## config.mk

```make
export PLATFORM = sky130hd
export DESIGN_NAME = leb128_two_stream_demux_parser
export DESIGN_NICKNAME = d
export VERILOG_FILES = /design/src/design/lebdmx_pkg.sv /design/src/design/leb128_two_stream_demux_parser.sv /design/src/design/lebdmx_front.sv /design/src/design/lebdmx_queue.sv /design/src/design/lebdmx_back.sv
export SDC_FILE = /design/constraint.sdc
export NUM_CORES = 1
export LEC_CHECK = 0
export ABC_AREA = 1
export BUFFER_PORTS_ARGS = -buffer_cell sky130_fd_sc_hd__buf_2
export CAP_MARGIN = 10
export CORE_MARGIN = 1
export CORE_UTILIZATION = 30
export CTS_CLUSTER_DIAMETER = 150
export DETAILED_ROUTE_END_ITERATION = 7
export GPL_TIMING_DRIVEN = 0
export MAX_ROUTING_LAYER = met4
export SLEW_MARGIN = 5
export SYNTH_ARGS = -nofsm -noshare
export SYNTH_HDL_FRONTEND = slang
export SYNTH_SLANG_ARGS = --single-unit
```

## constraint.sdc

```tcl
create_clock -name clk -period 3.65 [get_ports clk]
set_clock_uncertainty 0.2 [all_clocks]
set_input_delay 0.73 -clock clk [delete_from_list [all_inputs] [get_ports clk]]
set_output_delay 0.73 -clock clk [all_outputs]
set_load 0.01 [all_outputs]
```

## src/design/lebdmx_pkg.sv

```systemverilog
// Package for the LEB128 length-prefixed two-stream demux parser.
// Holds the payload structs, queue sizes and header constants.
// No dependencies.
package lebdmx_pkg;

  // Header limits and field widths.
  localparam int MAX_HEADER_BYTES = 10;
  localparam int HDR_IDX_W        = 4;
  localparam int LEN_W            = 64;
  localparam int SHIFT_W          = 8;
  localparam logic [HDR_IDX_W-1:0] HDR_IDX_LAST = HDR_IDX_W'(MAX_HEADER_BYTES - 1);

  // Byte masks.
  localparam logic [7:0] DATA_MASK = 8'h7f;
  localparam logic [7:0] CONT_MASK = 8'h80;

  // Queue between the parser and the output stage.
  localparam int QDEPTH = 2;
  localparam int QPTR_W = 1;
  localparam int QCNT_W = 2;

  // Configuration port.
  localparam int CFG_ADDR_W = 3;
  localparam int CFG_DATA_W = 32;
  localparam logic [CFG_ADDR_W-1:0] REG_MODE_ADDR = CFG_ADDR_W'(0);

  // One input item.
  typedef struct packed {
    logic [7:0] in_byte;
    logic       last_in_chunk;
  } in_item_t;

  // One result item.
  typedef struct packed {
    logic [7:0] out_byte;
    logic       stream_id;
    logic       format_error;
  } out_item_t;

  // Queue status seen by both sides.
  typedef struct packed {
    logic full;
    logic empty;
  } q_status_t;

endpackage

```

## src/design/leb128_two_stream_demux_parser.sv

```systemverilog
// Top level of the LEB128 two-stream demux parser: config register and glue.
// Depends on lebdmx_pkg, lebdmx_front, lebdmx_queue and lebdmx_back.
//
//   Channel  Direction  Handshake           Payload
//   in_      input      in_valid/in_ready   in_data  (in_byte, last_in_chunk)
//   out_     output     out_valid/out_ready out_data (out_byte, stream_id, format_error)
//   cfg_     APB slave  psel/penable/pready paddr, pwdata, prdata
//
// One byte is accepted per cycle while the queue has room; the parser state is registered.
// A result passes through the queue into the output register; output stalls hold it in the queue.
// Reset is synchronous; no clearing pass is needed after it.
// A stalled output fills the two-entry queue, after which in_ready drops.
module leb128_two_stream_demux_parser (
  input  logic                                clk,
  input  logic                                rst_n,
  input  logic                                in_valid,
  output logic                                in_ready,
  input  lebdmx_pkg::in_item_t                in_data,
  output logic                                out_valid,
  input  logic                                out_ready,
  output lebdmx_pkg::out_item_t               out_data,
  input  logic                                psel,
  input  logic                                penable,
  input  logic                                pwrite,
  input  logic [lebdmx_pkg::CFG_ADDR_W-1:0]   paddr,
  input  logic [lebdmx_pkg::CFG_DATA_W-1:0]   pwdata,
  output logic [lebdmx_pkg::CFG_DATA_W-1:0]   prdata,
  output logic                                pready
);
  import lebdmx_pkg::*;

  logic      mode_r;
  logic      cfg_wr;
  logic      push;
  out_item_t push_data;
  logic      pop;
  out_item_t pop_data;
  q_status_t q_status;

  // Configuration register.
  assign pready = 1'b1;
  assign cfg_wr = psel && penable && pwrite && pready;

  always_ff @(posedge clk) begin
    if (!rst_n) begin
      mode_r <= 1'b0;
    end else if (cfg_wr && (paddr == REG_MODE_ADDR)) begin
      mode_r <= pwdata[0];
    end
  end

  assign prdata = (paddr == REG_MODE_ADDR) ? CFG_DATA_W'(mode_r) : '0;

  lebdmx_front u_front (
    .clk              (clk),
    .rst_n            (rst_n),
    .passthrough_mode (mode_r),
    .in_valid         (in_valid),
    .in_ready         (in_ready),
    .in_data          (in_data),
    .q_status         (q_status),
    .push             (push),
    .push_data        (push_data)
  );

  lebdmx_queue u_queue (
    .clk       (clk),
    .rst_n     (rst_n),
    .push      (push),
    .push_data (push_data),
    .pop       (pop),
    .pop_data  (pop_data),
    .q_status  (q_status)
  );

  lebdmx_back u_back (
    .clk       (clk),
    .rst_n     (rst_n),
    .q_status  (q_status),
    .pop_data  (pop_data),
    .pop       (pop),
    .out_valid (out_valid),
    .out_ready (out_ready),
    .out_data  (out_data)
  );

endmodule

```

## src/design/lebdmx_front.sv

```systemverilog
// Front end: accepts input bytes, tracks header and payload state.
// Pushes result items into the queue. Depends on lebdmx_pkg.
module lebdmx_front (
  input  logic                 clk,
  input  logic                 rst_n,
  input  logic                 passthrough_mode,
  input  logic                 in_valid,
  output logic                 in_ready,
  input  lebdmx_pkg::in_item_t in_data,
  input  lebdmx_pkg::q_status_t q_status,
  output logic                 push,
  output lebdmx_pkg::out_item_t push_data
);
  import lebdmx_pkg::*;

  logic [HDR_IDX_W-1:0] hdr_idx_r, hdr_idx_nxt;
  logic [LEN_W-1:0]     rem_len_r, rem_len_nxt;
  logic                 in_payload_r, in_payload_nxt;
  logic                 cur_stream_r, cur_stream_nxt;

  logic                 accept;
  logic [HDR_IDX_W-1:0] idx;
  logic [SHIFT_W-1:0]   shift;
  logic [LEN_W-1:0]     bits;
  logic [LEN_W-1:0]     acc;
  logic [LEN_W-1:0]     rem_dec;

  // A new byte is taken whenever the queue has room.
  assign in_ready = !q_status.full;
  assign accept   = in_valid && in_ready;

  // Header position, clamped to the last allowed byte.
  assign idx   = (hdr_idx_r > HDR_IDX_LAST) ? HDR_IDX_LAST : hdr_idx_r;
  assign shift = SHIFT_W'(idx) * SHIFT_W'(7);
  assign bits  = LEN_W'(in_data.in_byte & DATA_MASK);
  assign rem_dec = rem_len_r - LEN_W'(1);

  // Accumulator with this byte's seven bits merged in.
  always_comb begin
    if (idx == '0) begin
      acc = bits;
    end else if (shift < SHIFT_W'(LEN_W)) begin
      acc = rem_len_r | (bits << shift);
    end else begin
      acc = rem_len_r;
    end
  end

  // Next state and the result of the accepted byte.
  always_comb begin
    hdr_idx_nxt    = hdr_idx_r;
    rem_len_nxt    = rem_len_r;
    in_payload_nxt = in_payload_r;
    cur_stream_nxt = cur_stream_r;
    push           = 1'b0;
    push_data      = '0;
    if (accept) begin
      if (passthrough_mode) begin
        push               = 1'b1;
        push_data.out_byte = in_data.in_byte;
      end else if (in_payload_r) begin
        push                = 1'b1;
        push_data.out_byte  = in_data.in_byte;
        push_data.stream_id = cur_stream_r;
        rem_len_nxt         = rem_dec;
        if (rem_dec == '0) begin
          in_payload_nxt = 1'b0;
        end
      end else begin
        rem_len_nxt = acc;
        if ((in_data.in_byte & CONT_MASK) != 8'h00) begin
          if (idx >= HDR_IDX_LAST) begin
            hdr_idx_nxt            = idx;
            push                   = 1'b1;
            push_data.format_error = 1'b1;
          end else begin
            hdr_idx_nxt = idx + HDR_IDX_W'(1);
          end
        end else begin
          // Header complete: bit 0 picks the stream, the rest is the length.
          cur_stream_nxt = acc[0];
          rem_len_nxt    = acc >> 1;
          hdr_idx_nxt    = '0;
          in_payload_nxt = (acc[LEN_W-1:1] != '0);
        end
      end
    end
  end

  // Parser state registers.
  always_ff @(posedge clk) begin
    if (!rst_n) begin
      hdr_idx_r    <= '0;
      rem_len_r    <= '0;
      in_payload_r <= 1'b0;
      cur_stream_r <= 1'b0;
    end else begin
      hdr_idx_r    <= hdr_idx_nxt;
      rem_len_r    <= rem_len_nxt;
      in_payload_r <= in_payload_nxt;
      cur_stream_r <= cur_stream_nxt;
    end
  end

endmodule

```

## src/design/lebdmx_queue.sv

```systemverilog
// Short queue of result items between the parser and the output stage.
// Depends on lebdmx_pkg.
module lebdmx_queue (
  input  logic                  clk,
  input  logic                  rst_n,
  input  logic                  push,
  input  lebdmx_pkg::out_item_t push_data,
  input  logic                  pop,
  output lebdmx_pkg::out_item_t pop_data,
  output lebdmx_pkg::q_status_t q_status
);
  import lebdmx_pkg::*;

  out_item_t         mem [QDEPTH];
  logic [QPTR_W-1:0] wr_ptr_r, wr_ptr_nxt;
  logic [QPTR_W-1:0] rd_ptr_r, rd_ptr_nxt;
  logic [QCNT_W-1:0] count_r, count_nxt;
  logic              do_push;
  logic              do_pop;

  assign q_status.full  = (count_r == QCNT_W'(QDEPTH));
  assign q_status.empty = (count_r == '0);
  assign do_push  = push && !q_status.full;
  assign do_pop   = pop && !q_status.empty;
  assign pop_data = mem[rd_ptr_r];

  // Pointer and fill count update.
  always_comb begin
    wr_ptr_nxt = wr_ptr_r;
    rd_ptr_nxt = rd_ptr_r;
    count_nxt  = count_r;
    if (do_push) begin
      wr_ptr_nxt = (wr_ptr_r == QPTR_W'(QDEPTH - 1)) ? '0 : wr_ptr_r + QPTR_W'(1);
    end
    if (do_pop) begin
      rd_ptr_nxt = (rd_ptr_r == QPTR_W'(QDEPTH - 1)) ? '0 : rd_ptr_r + QPTR_W'(1);
    end
    if (do_push && !do_pop) begin
      count_nxt = count_r + QCNT_W'(1);
    end else if (do_pop && !do_push) begin
      count_nxt = count_r - QCNT_W'(1);
    end
  end

  // Storage write.
  always_ff @(posedge clk) begin
    if (do_push) begin
      mem[wr_ptr_r] <= push_data;
    end
  end

  // Control registers.
  always_ff @(posedge clk) begin
    if (!rst_n) begin
      wr_ptr_r <= '0;
      rd_ptr_r <= '0;
      count_r  <= '0;
    end else begin
      wr_ptr_r <= wr_ptr_nxt;
      rd_ptr_r <= rd_ptr_nxt;
      count_r  <= count_nxt;
    end
  end

endmodule

```

## src/design/lebdmx_back.sv

```systemverilog
// Back end: output register that drains the queue onto the result channel.
// Depends on lebdmx_pkg.
module lebdmx_back (
  input  logic                  clk,
  input  logic                  rst_n,
  input  lebdmx_pkg::q_status_t q_status,
  input  lebdmx_pkg::out_item_t pop_data,
  output logic                  pop,
  output logic                  out_valid,
  input  logic                  out_ready,
  output lebdmx_pkg::out_item_t out_data
);
  import lebdmx_pkg::*;

  logic      out_valid_r, out_valid_nxt;
  out_item_t out_data_r;

  // Load a new item when the register is empty or its transfer completes.
  assign pop = !q_status.empty && (!out_valid_r || out_ready);

  always_comb begin
    out_valid_nxt = out_valid_r;
    if (pop) begin
      out_valid_nxt = 1'b1;
    end else if (out_ready) begin
      out_valid_nxt = 1'b0;
    end
  end

  // Payload register, no reset needed.
  always_ff @(posedge clk) begin
    if (pop) begin
      out_data_r <= pop_data;
    end
  end

  always_ff @(posedge clk) begin
    if (!rst_n) begin
      out_valid_r <= 1'b0;
    end else begin
      out_valid_r <= out_valid_nxt;
    end
  end

  assign out_valid = out_valid_r;
  assign out_data  = out_data_r;

endmodule

```

==> results of run 1 <==
## path summary, 6_finish.rpt
check | to | depth (start not counted) | slack, ns
min | u_queue.count_r[1]$_SDFFE_PN0P_ | 2 | 0.29
max | u_front.rem_len_r[56]$_SDFFE_PN0P_ | 18 | 0.19
max reg2reg | u_front.rem_len_r[56]$_SDFFE_PN0P_ | 18 | 0.19
min reg2reg | u_queue.count_r[1]$_SDFFE_PN0P_ | 2 | 0.29
## timing repair
item / 4_1_cts / 5_1_grt
endpoints found under the setup margin: 0 / 2
hold buffers: 0 / 0
hold endpoints to repair: 0 / 0
resized for setup: 0 / 3
setup buffers: 0 / 0
## critical path, delay by kind of cell (launching register included)
| family | cells | cell delay [ns] |
|---|---|---|
| compound gates | 5 | 0.88 |
| simple gates | 7 | 0.86 |
| fa+ha+maj | 3 | 0.73 |
| flops | 1 | 0.38 |
| buf+inv | 3 | 0.30 |
## where the power goes
part           switching (mW)  internal [mW]  leakage, nW  total, mW
Combinational            2.24          0.778         3.08       3.02
Clock                   0.594          0.496        0.152       1.09
Sequential              0.163           1.42        0.905       1.58
## layout by cell type (no fill, tap or decap), types with 3 or more instances in the layout
| cell | n |
|---|---|
| nor2_1 | 201 |
| conb_1 | 32 |
| a22oi_1 | 3 |
| nor2_2 | 24 |
| buf_4 | 36 |
| nand3_2 | 3 |
| o21ai_0 | 71 |
| nand3b_1 | 3 |
| clkbuf_16 | 9 |
| a221oi_1 | 20 |
| a21oi_1 | 61 |
| nor2_4 | 12 |
| nand2_2 | 5 |
| o22ai_1 | 27 |
| edfxtp_1 | 30 |
| xor2_1 | 35 |
| inv_1 | 134 |
| nand2_1 | 351 |
| o2111ai_1 | 3 |
| ha_1 | 9 |
| nand3_1 | 67 |
| buf_1 | 3 |
| a31oi_1 | 11 |
| inv_2 | 10 |
| o211ai_1 | 5 |
| nor3_1 | 20 |
| a211oi_1 | 6 |
| clkbuf_1 | 30 |
| dfxtp_1 | 75 |
| clkinv_8 | 4 |
| a41oi_1 | 4 |
| o221ai_1 | 8 |
| buf_2 | 44 |
| clkinv_1 | 5 |
| nand4_1 | 25 |
| o21ai_1 | 32 |
| o21ai_2 | 4 |
## area by class of cell
type,count,area (um2),area share [%]
inverter,150,566,5.86
clock inverter,7,91.3,0.946
sequential,106,2420,25.1
multi-input combinational,1059,5240,54.2
timing repair buffer,31,158,1.63
tap,378,473,4.90
antenna,1,2.50,0.0259
buffer,84,479,4.96
clock buffer,9,225,2.33
## cell usage after synthesis, types with 20 or more instances
| library cell | n | share of area, % |
|---|---|---|
| dfxtp_1 | 76 | 18 |
| a21oi_1 | 61 | 3.6 |
| buf_4 | 35 | 3.1 |
| nor2_1 | 201 | 8.8 |
| clkbuf_1 | 30 | 1.3 |
| nand3_1 | 67 | 3.9 |
| o21ai_0 | 71 | 4.1 |
| inv_1 | 134 | 5.9 |
| o21ai_1 | 34 | 2.0 |
| edfxtp_1 | 30 | 10 |
| xor2_1 | 35 | 3.6 |
| nand2_1 | 351 | 15 |
| nor3_1 | 20 | 1.2 |
| o22ai_1 | 27 | 2.0 |
| nand4_1 | 25 | 1.8 |
| nor2_2 | 24 | 1.7 |
| a221oi_1 | 20 | 2.0 |
## kinds of logic (layout without fill, tap and decap cells)
family / after synthesis / count (layout)
other: 2 / 33
AO/OA/AOI/OAI: 260 / 260
flip-flops: 106 / 106
adder cells (fa/ha/maj): 9 / 9
buffers and inverters: 234 / 281
AND/OR/NAND/NOR: 723 / 723
XOR/XNOR: 35 / 35
## flip-flops by register name, summed over array words and instances, names as in the netlist, 2 cells and up
| name | flops |
|---|---|
| u_front.hdr_idx_r | 4 |
| u_back.out_data | 10 |
| u_queue.count_r | 2 |
| u_front.rem_len_r | 64 |
| u_queue.mem | 20 |
## metal layers
layer | part of all wire, % | wire length, um | GRT usage [%]
met1 | 41 | 17100 | 38.5
met2 | 42 | 17700 | 43.7
met3 | 11 | 4520 | 5.62
met4 | 6.4 | 2680 | 17.3
met5 | 0 | 0 | -
## through the flow
stage	util, %	instances	hold WS [ns]
after CTS	34.5	1823	0.298
after detailed placement	33.4	1807	0.277
after floorplan	-	1399	0.253
after global placement	33.4	1807	0.266
after global routing	34.6	1824	0.332
final	34.6	1825	0.294
==> reports/qor.yml, run 1 <==
status:
  outcome: "completed"
synth:
  synth_top_family_by_area: "simple AND/OR/NAND/NOR gates"
  yosys_warnings: 0
  synth_xor_area_share_pct: 3.57
  synthFlopType: "dfxtp_1"
  netlist_area_um2: 8580
  postSynthCellCount: 1369
  ys_seq_elements: 106
  synth_adder_area_share_pct: 1.31
  yosysUniqueCellTypes: 49
  synthMuxAreaShare_pct: 0
  yosysSeqAreaShare_pct: 28.2
  synth_edf_count: 30
  synth_compound_area_share_pct: 18.0
  yosys.area_share.simple_pct: 36.6
  synthArstFlopShare_pct: 0
  syn_area_per_cell_um2: 6.27
grt:
  grt_max_degree: 23
  antenna_found_initial: 0
  grt_pass1_wl_mm: 60.9
  overflow: 0
  track_usage_pct: 30.0
  grt_pass1_vias: 9459
clocking:
  clk_pin_slew_worst_paths_ns: 0.09
  cts_tree: "yes"
  htree_levels: 3
  cts_sinks: 106
  ctsRootBufferMaster: "clkbuf_16"
  cts_buffer_depth: 2
  clk_latency_ns: 0.38
  cts_buffers: 9
routing:
  ant_nets: 0
  wl_per_cell_um: 23.0
  via_per_inst: 5.60
  first_iter_violations: 1456
  dr.pass1.iters: 6
  drc: 0
  routed_wl_mm: 42.0
  via_count: 10215
setup_path:
  critPathKind: "register to register"
  cp_slowest_cell: "dfxtp_1"
  timing.rr.start: "u_front.hdr_idx_r[2]$_SDFFE_PN0P_"
  path_max_fanout: 10
  critPathLaunchType: "register"
  crit_chain: "nor2_1, o21ai_2, buf_4, ha_1, inv_1, ha_1, inv_1, nand2_1, ha_1, nand2_1, nor2_1, o21ai_1, nand3_2, o21ai_0, nand2_1, o22ai_1, nand2_1, a31oi_1"
  cpMostUsedCell: "nand2_1"
  crit_start: "u_front.hdr_idx_r[2]$_SDFFE_PN0P_"
  worst_setup_path_end_kind: "register"
  crit_required_ns: 3.73
  cp_data_arrival_time_ns: 3.54
  max_stage_delay_ns: 0.38
layout:
  drive_gt1_share_pct: 11.5
  syn_to_final_growth_pct: 12.5
  finalNetCount: 1501
  final_design_area_no_fill_um2: 9650
  fill_cells: 3163
placement:
  detailedPlace.worstSlack_ns: 0.130
  dp_hpwl_mm: 32.8
  place_area_um2: 9320
  place.gp.congestion: 1.11
  numPortBuffers: 30
sta:
  slew-limit-headroom_pct: 24.9
  tightest_slew_ns: 1.13
  finalMaxSlewViolations: 0
  rsz0062_at_grt: "no"
  setup_viol: 0
  postLayoutSetupSlackWorst_ns: 0.189
  fin_setup_tns_ns: 0
  post-route-period-util_pct: 94.8
  final_hold_viol_count: 0
  layout_min_cycle_time_ns: 3.46
  fmax_mhz: 289
min_path:
  hp-class: "register to register"
  min_from: "u_queue.count_r[1]$_SDFFE_PN0P_"
power:
  p_leak_nw: 4.14
  power_mw: 5.70
  irDropWorstVdd_mv: 0.229
  powerDensity_nw_per_um2: 590
flow_run:
  max-cap-violations: 0
floorplan:
  initial_core_util_pct: 30.7
  die_h_um: 171
  coreArea_um2: 27900
  fp.dieW_um: 171
  io_pins: 96
  rows: 61
  dieArea_um2: 29300
No activity file was read; power rests on OpenSTA's default activity.
==> run 2, diff against run 1 <==
--- a/config.mk
+++ b/config.mk
@@ -5,7 +5,6 @@
 export SDC_FILE = /design/constraint.sdc
 export NUM_CORES = 1
 export LEC_CHECK = 0
-export ABC_AREA = 1
 export BUFFER_PORTS_ARGS = -buffer_cell sky130_fd_sc_hd__buf_2
 export CAP_MARGIN = 10
 export CORE_MARGIN = 1
==> run 2 against run 1 <==
Against the previous run: the run now ends with setup timing left; sequential share of layout area decreased by 1.3 points; die area rose by 1.6%; hold slack better by 0.0081 ns; largest power group unchanged.
==> reports/qor.yml, run 2 <==
setup_path:
  critPathLaunchType: "register"
  cp_num_cells: 12  # -6
  critPathKind: "register to register"
  cp_data_arrival_time_ns: 3.78  # +0.24 ns
  path_max_fanout: 10  # unchanged
  cp_top_family: "simple AND/OR/NAND/NOR gates"
  cpMostUsedCell: "nand4_1"
  max_stage_delay_ns: 0.45  # +0.07 ns
  worst_setup_path_end_kind: "register"
  cp_slowest_cell: "o41ai_2"
  crit_required_ns: 3.72  # about the same
  reg2reg_depth: 12  # -6
  path_buf_inv: 3  # unchanged
  crit_chain: "inv_1, ha_1, clkbuf_4, nor4b_4, and4_4, buf_4, nand4_1, xnor2_1, a211oi_2, nand4_1, o41ai_2, a21boi_1"
routing:
  via_per_inst: 6.14  # +9.8%
  first_iter_violations: 1461  # +0.34%
  wl_per_cell_um: 29.3  # +28%
  ant_nets: 0  # unchanged
  drc: 0  # unchanged
  routed_wl_mm: 48.8  # +16%
  via_count: 10212  # -0.029%
  dr.pass1.iters: 6  # unchanged
synth:
  ys_seq_elements: 106  # unchanged
  postSynthCellCount: 1182  # -14%
  yosysUniqueCellTypes: 82  # +67%
  yosysMostFrequentCell: "nand2_1"
  yosys_warnings: 0  # unchanged
  synth_commonest_cells: "113 x nand2_1, 109 x a21oi_1, 109 x nor2_1"
  synth_edf_count: 30  # unchanged
  synth_top_area_share_pct: 17.4  # -0.28 points
  yosysSeqAreaShare_pct: 27.8  # -0.45 points
  synth_area_leader_cell: "dfxtp_1"
  synth_area_leaders: "dfxtp_1 17%, edfxtp_1 10%, a21oi_1 6.3%"
  netlist_area_um2: 8720  # +1.6%
  syn_area_per_cell_um2: 7.38  # +18%
  synthArstFlopShare_pct: 0  # unchanged
  synthFlopType: "dfxtp_1"
placement:
  dp_hpwl_mm: 34.5  # +5.4%
  detailedPlace.worstSlack_ns: -1.36  # -1.49 ns
  place.gp.congestion: 1.05  # -5.6%
  numPortBuffers: 29  # -3.3%
flow_run:
  max-cap-violations: 0  # unchanged
floorplan:
  io_pins: 96  # unchanged
  rows: 62  # +1.6%
  coreArea_um2: 28600  # +2.5%
  initial_core_util_pct: 30.5  # -0.25 points
  die_h_um: 173  # +0.80%
  fp.dieW_um: 173  # +0.80%
  dieArea_um2: 29800  # +1.6%
layout:
  largest_register_ff_count: 64  # unchanged
  finalNetCount: 1330  # -11%
  regMostFlops: "u_front.rem_len_r"
  layout_common_cells: "111 x nand2_1, 108 x nor2_1, 106 x a21oi_1"
  drive_gt1_share_pct: 15.1  # +3.7 points
  layout_commonest_cell: "nand2_1"
  fill_cells: 3091  # -2.3%
  syn_to_final_growth_pct: 16.9
status:
  outcome: "finished, violations left"
  violations: "setup timing"
grt:
  grt_pass1_vias: 9536  # +0.81%
  track_usage_pct: 33.2  # +3.2 points
  antenna_found_initial: 2  # +2
  grt_pass1_wl_mm: 69.0  # +13%
  overflow: 0  # unchanged
  grt_max_degree: 23  # unchanged
clocking:
  clk_latency_ns: 0.39  # about the same
  cts_tree: "yes"
  ctsRootBufferMaster: "clkbuf_16"
  clk_pin_slew_worst_paths_ns: 0.09  # about the same
  cts_buffers: 9  # unchanged
  cts_buffer_depth: 2  # unchanged
  htree_levels: 3  # unchanged
  cts_sinks: 106  # unchanged
sta:
  slew-limit-headroom_pct: 20.7  # -4.2 points
  postLayoutSetupSlackWorst_ns: -0.0642  # -0.253 ns
  whs_ns: 0.302  # +0.00812 ns
  fmax_mhz: 269  # -6.8%
  tightest_slew_ns: 1.19  # +0.0636 ns
  finalMaxSlewViolations: 0  # unchanged
  rsz0062_at_grt: "yes"
  post-route-period-util_pct: 102  # +6.9 points
  setup_viol: 1  # +1
  layout_min_cycle_time_ns: 3.71  # +0.253 ns
  final_hold_viol_count: 0  # unchanged
power:
  irDropWorstVdd_mv: 0.247  # +7.7%
  powerDensity_nw_per_um2: 538  # -8.9%
  p_leak_nw: 3.80  # -8.1%
min_path:
  hp-class: "register to register"
  holdPathStages: 1  # -1
-- run 2: cell count changes in the layout (fill, tap and decap cells not counted), moves of 28 or more --
| cell | change |
|---|---|
| nor2_1 | -93 |
| nand2_1 | -240 |
| nor3_1 | +32 |
| a21oi_1 | +45 |
| xor2_1 | -28 |
| inv_1 | -112 |
| clkbuf_1 | +48 |
| o21ai_1 | -30 |
| nand3_1 | -48 |
-- run 2: area by class of cell --
class | instances | area, um2 | share of cell area [%]
timing repair buffer | 52 | 313 | 3.07
clock inverter | 7 | 93.8 | 0.920
clock buffer | 9 | 225 | 2.21
sequential | 106 | 2420 | 23.8
antenna | 3 | 7.51 | 0.0736
tap | 384 | 480 | 4.71
buffer | 139 | 702 | 6.88
inverter | 24 | 93.8 | 0.920
multi-input combinational | 938 | 5860 | 57.5
-- run 2: repair_timing --
action | 4_1_cts | 5_1_grt
endpoints found under the setup margin | 22 | 26
gates resized for setup | 43 | 21
buffers inserted | 16 | 5
hold buffers | 0 | 0
pin swaps | 17 | 12
-- run 2: final timing paths --
check	startpoint	end	slack (ns)
worst max-delay path	u_front.rem_len_r[1]$_SDFFE_PN0P_	u_front.in_payload_r$_SDFFE_PN0P_	-0.06
worst min-delay path	u_front.cur_stream_r$_SDFFE_PN0P_	u_front.cur_stream_r$_SDFFE_PN0P_	0.30
worst max register to register	u_front.rem_len_r[1]$_SDFFE_PN0P_	u_front.in_payload_r$_SDFFE_PN0P_	-0.06
worst min register to register	u_front.cur_stream_r$_SDFFE_PN0P_	u_front.cur_stream_r$_SDFFE_PN0P_	0.30
-- run 2: through the flow --
stage | total power [mW] | cells | TNS [ns] | util (%) | area [um2]
after CTS | 5.31 | 1654 | 0 | 35.3 | 10100
after floorplan | 3.07 | 1212 | 0 | - | 8840
final | 5.48 | 1662 | -0.0642 | 35.6 | 10200
after detailed placement | 4.00 | 1627 | -6.97 | 33.1 | 9480
after global placement | 4.00 | 1625 | -6.31 | 33.1 | 9460
after global routing | 5.64 | 1661 | -0.0946 | 35.6 | 10200
-- run 2: metal layers --
metal,GRT usage [%],share of wire [%],wire (um),vias up
met5,-,0,0,-
met4,20.3,6.5,3180,0
met3,7.18,10,4990,212
met2,49.3,43,21200,720
met1,40.8,40,19400,4858
li1,-,-,-,4422
-- run 2: power by group --
part / switching (mW) / total, mW / internal [mW]
clock network: 0.625 / 1.12 / 0.499
logic: 1.92 / 2.84 / 0.921
registers: 0.140 / 1.51 / 1.37
total: 2.69 / 5.48 / 2.79
-- run 2: kinds of logic (layout without fill, tap and decap cells) --
logic type | Yosys count | in the layout | synth area share (%)
and+or+nand+nor | 481 | 481 | 29.3
AOI/OAI and AO/OA | 354 | 354 | 25.7
buffers and inverters | 168 | 231 | 9.01
DFF | 106 | 106 | 27.8
muxes | 32 | 32 | 3.84
xor gates and xnor gates | 29 | 29 | 2.91
adders and majority gates | 10 | 10 | 1.41
other | 2 | 35 | 0.0861
